[src/rtl/mbd_pkg.sv]
// ----------------------------------------------------------------------------
// mbd_pkg
// Shared constants and types for the 2x2 box-filter mipmap downsampler.
// ----------------------------------------------------------------------------
`default_nettype none

package mbd_pkg;

    // Width of the line_width configuration register.
    localparam int LW_BITS = 12;
    // line_width after reset.
    localparam int LINE_WIDTH_RESET = 2048;

    // Defaults for the top-level parameters.
    localparam int MAX_WIDTH_DEF    = 2048;
    localparam int CHANNEL_BITS_DEF = 8;

    // Per-lane strobes issued by the column controller for an accepted pixel.
    typedef struct packed {
        logic load_left;   // even column: hold pixel as the left half of the pair
        logic write_pair;  // odd column, even row: store the pair sum
        logic read_pair;   // odd column, odd row: fetch the stored pair sum
    } t_lane_ctl;

    // Status of the pixel travelling through the store read stage.
    typedef struct packed {
        logic valid;       // an output pixel is formed from this stage
        logic row_end;     // last output pixel of the row
    } t_s1;

endpackage : mbd_pkg

`default_nettype wire

[src/rtl/mbd_merge.sv]
// ----------------------------------------------------------------------------
// mbd_merge
// Output register joining the four lane averages and the row end flag.
// ----------------------------------------------------------------------------
`default_nettype none

module mbd_merge #(
    parameter int CHANNEL_BITS = mbd_pkg::CHANNEL_BITS_DEF
) (
    input  wire                      i_clk,
    input  wire                      i_rst_n,
    input  wire                      i_en,
    input  mbd_pkg::t_s1             i_s1,
    input  wire [CHANNEL_BITS-1:0]   i_red,
    input  wire [CHANNEL_BITS-1:0]   i_green,
    input  wire [CHANNEL_BITS-1:0]   i_blue,
    input  wire [CHANNEL_BITS-1:0]   i_alpha,
    output logic                     o_valid,
    output logic [CHANNEL_BITS-1:0]  o_red,
    output logic [CHANNEL_BITS-1:0]  o_green,
    output logic [CHANNEL_BITS-1:0]  o_blue,
    output logic [CHANNEL_BITS-1:0]  o_alpha,
    output logic                     o_row_end
);
    import mbd_pkg::*;

    logic                    r_valid;
    logic                    r_row_end;
    logic [CHANNEL_BITS-1:0] r_red;
    logic [CHANNEL_BITS-1:0] r_green;
    logic [CHANNEL_BITS-1:0] r_blue;
    logic [CHANNEL_BITS-1:0] r_alpha;

    always_ff @(posedge i_clk) begin
        if (!i_rst_n) begin
            r_valid <= 1'b0;
        end else if (i_en) begin
            r_valid <= i_s1.valid;
        end
    end

    // Load payload only with a new pixel; hold it while stalled.
    always_ff @(posedge i_clk) begin
        if (i_en && i_s1.valid) begin
            r_row_end <= i_s1.row_end;
            r_red     <= i_red;
            r_green   <= i_green;
            r_blue    <= i_blue;
            r_alpha   <= i_alpha;
        end
    end

    assign o_valid   = r_valid;
    assign o_row_end = r_row_end;
    assign o_red     = r_red;
    assign o_green   = r_green;
    assign o_blue    = r_blue;
    assign o_alpha   = r_alpha;

endmodule : mbd_merge

`default_nettype wire

[config.mk]
export PLATFORM = sky130hd
export DESIGN_NAME = mbd_merge
export DESIGN_NICKNAME = d
export VERILOG_FILES = /design/src/rtl/mbd_pkg.sv /design/src/rtl/mbd_merge.sv
export SDC_FILE = /design/constraint.sdc
export NUM_CORES = 1
export LEC_CHECK = 0
export BUFFER_PORTS_ARGS = -buffer_cell sky130_fd_sc_hd__buf_2
export CORE_MARGIN = 3
export CORE_UTILIZATION = 42
export DETAILED_ROUTE_END_ITERATION = 8
export PLACE_DENSITY = 0.85
export SYNTH_ARGS = -nofsm -noshare
export SYNTH_HDL_FRONTEND = slang
export SYNTH_SLANG_ARGS = --single-unit
[constraint.sdc]
create_clock -name i_clk -period 3.1 [get_ports i_clk]
set_input_delay 0.93 -clock i_clk [delete_from_list [all_inputs] [get_ports i_clk]]
set_output_delay 0.93 -clock i_clk [all_outputs]
set_load 0.01 [all_outputs]
==> results.md <==
* Status: complete, no violations
* GR met2 Demand/Resource at 19.1%
* FP Rows at 17
* Routed Antenna Nets at 0
* VDD IR max at 0.598 mV
* Clock power frac at 33.2%
* Number of synthesis warnings at 0
* Syn avg cell area at 28.0 um^2
* Final Max Tran Viols at 0
* Cell depth of the worst hold path at 2
* Post-Synth XOR/XNOR Area at 0%
* Pwr per Cell Area at 617 mW/mm^2
* I/O pin count at 71
* Largest net degree at the start of global routing at 35
* Ys async rst share at 0%
* Hold buffer count at CTS at 0
* Combinational power share at 8.2%
* Final Wtd Congestion at 0.639
* Post-synthesis compound-gate area fraction at 0.726%
* Number of port buffers at 70
* Leading area contributor after synthesis: edfxtp_1
* Critical Path Start Type: register
* Reg2Reg Depth at 2
* Sequential area share after synthesis at 97.7%
* Post-Syn Area at 0.00103 mm^2
* Crit-path slowest cell: edfxtp_1
* Max Root-Sink Buffers at 2
* Tmin final at 1800 ps
* CP Buf/Inv Count at 1
* Antenna fix cells at 0
* Most frequent cell after synthesis: edfxtp_1
* Num CTS Buffers at 5
* Tcrit/Tclk final at 58.1%
* Drt drc at 0
* RSZ-0062 raised after global routing: no
* Die ar. at 0.00310 mm^2
* Critical path peak fanout at 1
* Worst reg2reg path startpoint: o_valid$_SDFFE_PN0P_
* Seq pwr share at 58.6%
* Largest family of logic cells by synthesized area: simple AND/OR/NAND/NOR gates
* Setup CP Type: register to output port
* Total grt overflow at 0
* M1 GR Usage at 11.6%
* Ys flop type: edfxtp_1
* Crit. End Element: output port
* R2r setup slk at 2370 ps
* Number of global-route vias before repair at 676
* Final Hold Viols at 0
* Cell area after layout at 0.00150 mm^2
* Slew margin rel. at 73.2%
* Final setup TNS at 0 ps
* Post-CTS Setup Bufs at 0
* Wire per inst at 12.4 um
* Syn nets at 74
* CP Data Required Time at 2170 ps
* Cells after Synth at 37
* Final setup viols at 0
* Ratio of cells with drive above 1 in the final layout at 68.7%
* Internal Power at 0.000742 W
* Pre-Repair DR Iteration Count at 4
* FF-to-FF End: o_valid$_SDFFE_PN0P_
* CTS tree: built
* Psw at 0.000185 W
* Die Wd at 55.6 um
* Initial Util at 45.5%
* Initial drt markers at 17
* Critical-path cell list: buf_2
* Fin Hold WS at 589 ps
* First-pass GRT wire length at 2880 um
* Top cell type's share of synthesized area at 95.8%
* Post-synth EDFFs at 33
* Critical path's top delay family: flip-flops
* Clock skew at 0 ps
* Mux share of post-synthesis cell area at 0%
* Met3 Resource Use GR at 13.0%
* Initial antenna violation count at 0
* Clock latency on the worst-skew pair at 320 ps
* Critical hold path startpoint: o_valid$_SDFFE_PN0P_
* Post-Synth Adder-Cell Area at 0%
* Worst-Margin Slew at 402 ps
* Core area at 0.00228 mm^2
* WL final at 1780 um
* Most used routing layer in global routing: met2
* Netlist cell types at 5
* Vias at 629
* Clk Tree Root Cell: clkbuf_4
* Worst hold path type: register to register
* Switch share at 19.9%
* Crit path DAT at 870 ps
* Max Cap Violations at 0
* Total track usage at 12.7%
* Synth top area cells: edfxtp_1 (96%), dfxtp_1 (1.9%), and2_4 (0.85%)
* CTS sink count at 34
* FMAX at 555 MHz
* Fin nets at 151
* Yosys reg bits at 34
* Worst Hold End: o_valid$_SDFFE_PN0P_
* Post-CTS Resized at 0
* Final Core Density at 66.0%
* Vias per cell at 4.40
* Max stage delay on crit path at 390 ps
* H-tree depth at 2
* Commonest cells in the netlist: edfxtp_1 (33), and2_4 (1), and2b_1 (1), dfxtp_1 (1), o21a_1 (1)
* Clock input transition at the sequential cells of the worst setup and hold paths at 100 ps
* Synth-to-Final Area Change at 45.2%
* Leakage power at 0.645 nW
* Die span in y at 55.6 um
* Simple-gate share of the synthesized area at 1.57%
* Placed Area at 0.00142 mm^2
metal layers:
| metal | up-vias | wire length [um] |
|---|---|---|
| met2 | 52 | 883 |
| met4 | 0 | 0 |
| met3 | 0 | 380 |
| li1 | 302 | - |
| met1 | 275 | 516 |
| met5 | - | 0 |
flip-flops by register name, summed over array words and instances, names as in the netlist:
register / cells
o_blue: 8
o_row_end: 1
o_valid: 1
o_red: 8
o_alpha: 8
o_green: 8
logic make-up (layout without fill, tap and decap cells):
| family | after synthesis | count (layout) |
|---|---|---|
| simple gates | 2 | 2 |
| flops | 34 | 34 |
| buf+inv | 0 | 78 |
| compound gates | 1 | 1 |
final cells by class:
class | instances | area, um^2
tap | 28 | 35.0
clock buffer | 5 | 37.5
sequential | 34 | 1010
clock inverter | 3 | 45.0
timing repair buffer | 70 | 350
fill | 175 | 773
multi-input combinational | 3 | 23.8
placed cells by master (no fill, tap or decap):
cell and n:
bufinv_16 1, dfxtp_1 1, and2b_1 1, buf_2 70
edfxtp_1 33, and2_4 1, o21a_1 1, clkinvlp_4 2
clkbuf_4 5
how the worst max path moves through the flow:
stage                    startpoint  slack, ps  cells past startpoint              endpoint
6_report         o_red[1]$_DFFE_PP_       1300                      1              o_red[1]
3_5_place_dp                   i_en       1320                      2  o_green[7]$_DFFE_PP_
5_1_grt        o_green[2]$_DFFE_PP_       1240                      1            o_green[2]
4_1_cts        o_alpha[5]$_DFFE_PP_       1280                      1            o_alpha[5]
2_1_floorplan                  i_en       1490                      1  o_alpha[0]$_DFFE_PP_
3_3_place_gp                   i_en       1330                      2   o_blue[4]$_DFFE_PP_
power by group through the flow:
stage                     Combinational, W  Clock [W]  Sequential, W
after CTS                        0.0000771   0.000320       0.000544
after floorplan                 0.00000790          0       0.000572
after global routing             0.0000830   0.000344       0.000547
final                            0.0000756   0.000308       0.000544
after global placement           0.0000752          0       0.000553
after detailed placement         0.0000768          0       0.000554
per-stage QoR:
step,power [W],instances,worst slack (ps)
2_1_floorplan,0.000580,37,1490
3_3_place_gp,0.000628,135,1330
3_5_place_dp,0.000631,135,1320
4_1_cts,0.000941,143,1280
5_1_grt,0.000974,143,1240
6_report,0.000927,143,1300
Power figures use the tool's default switching activity.
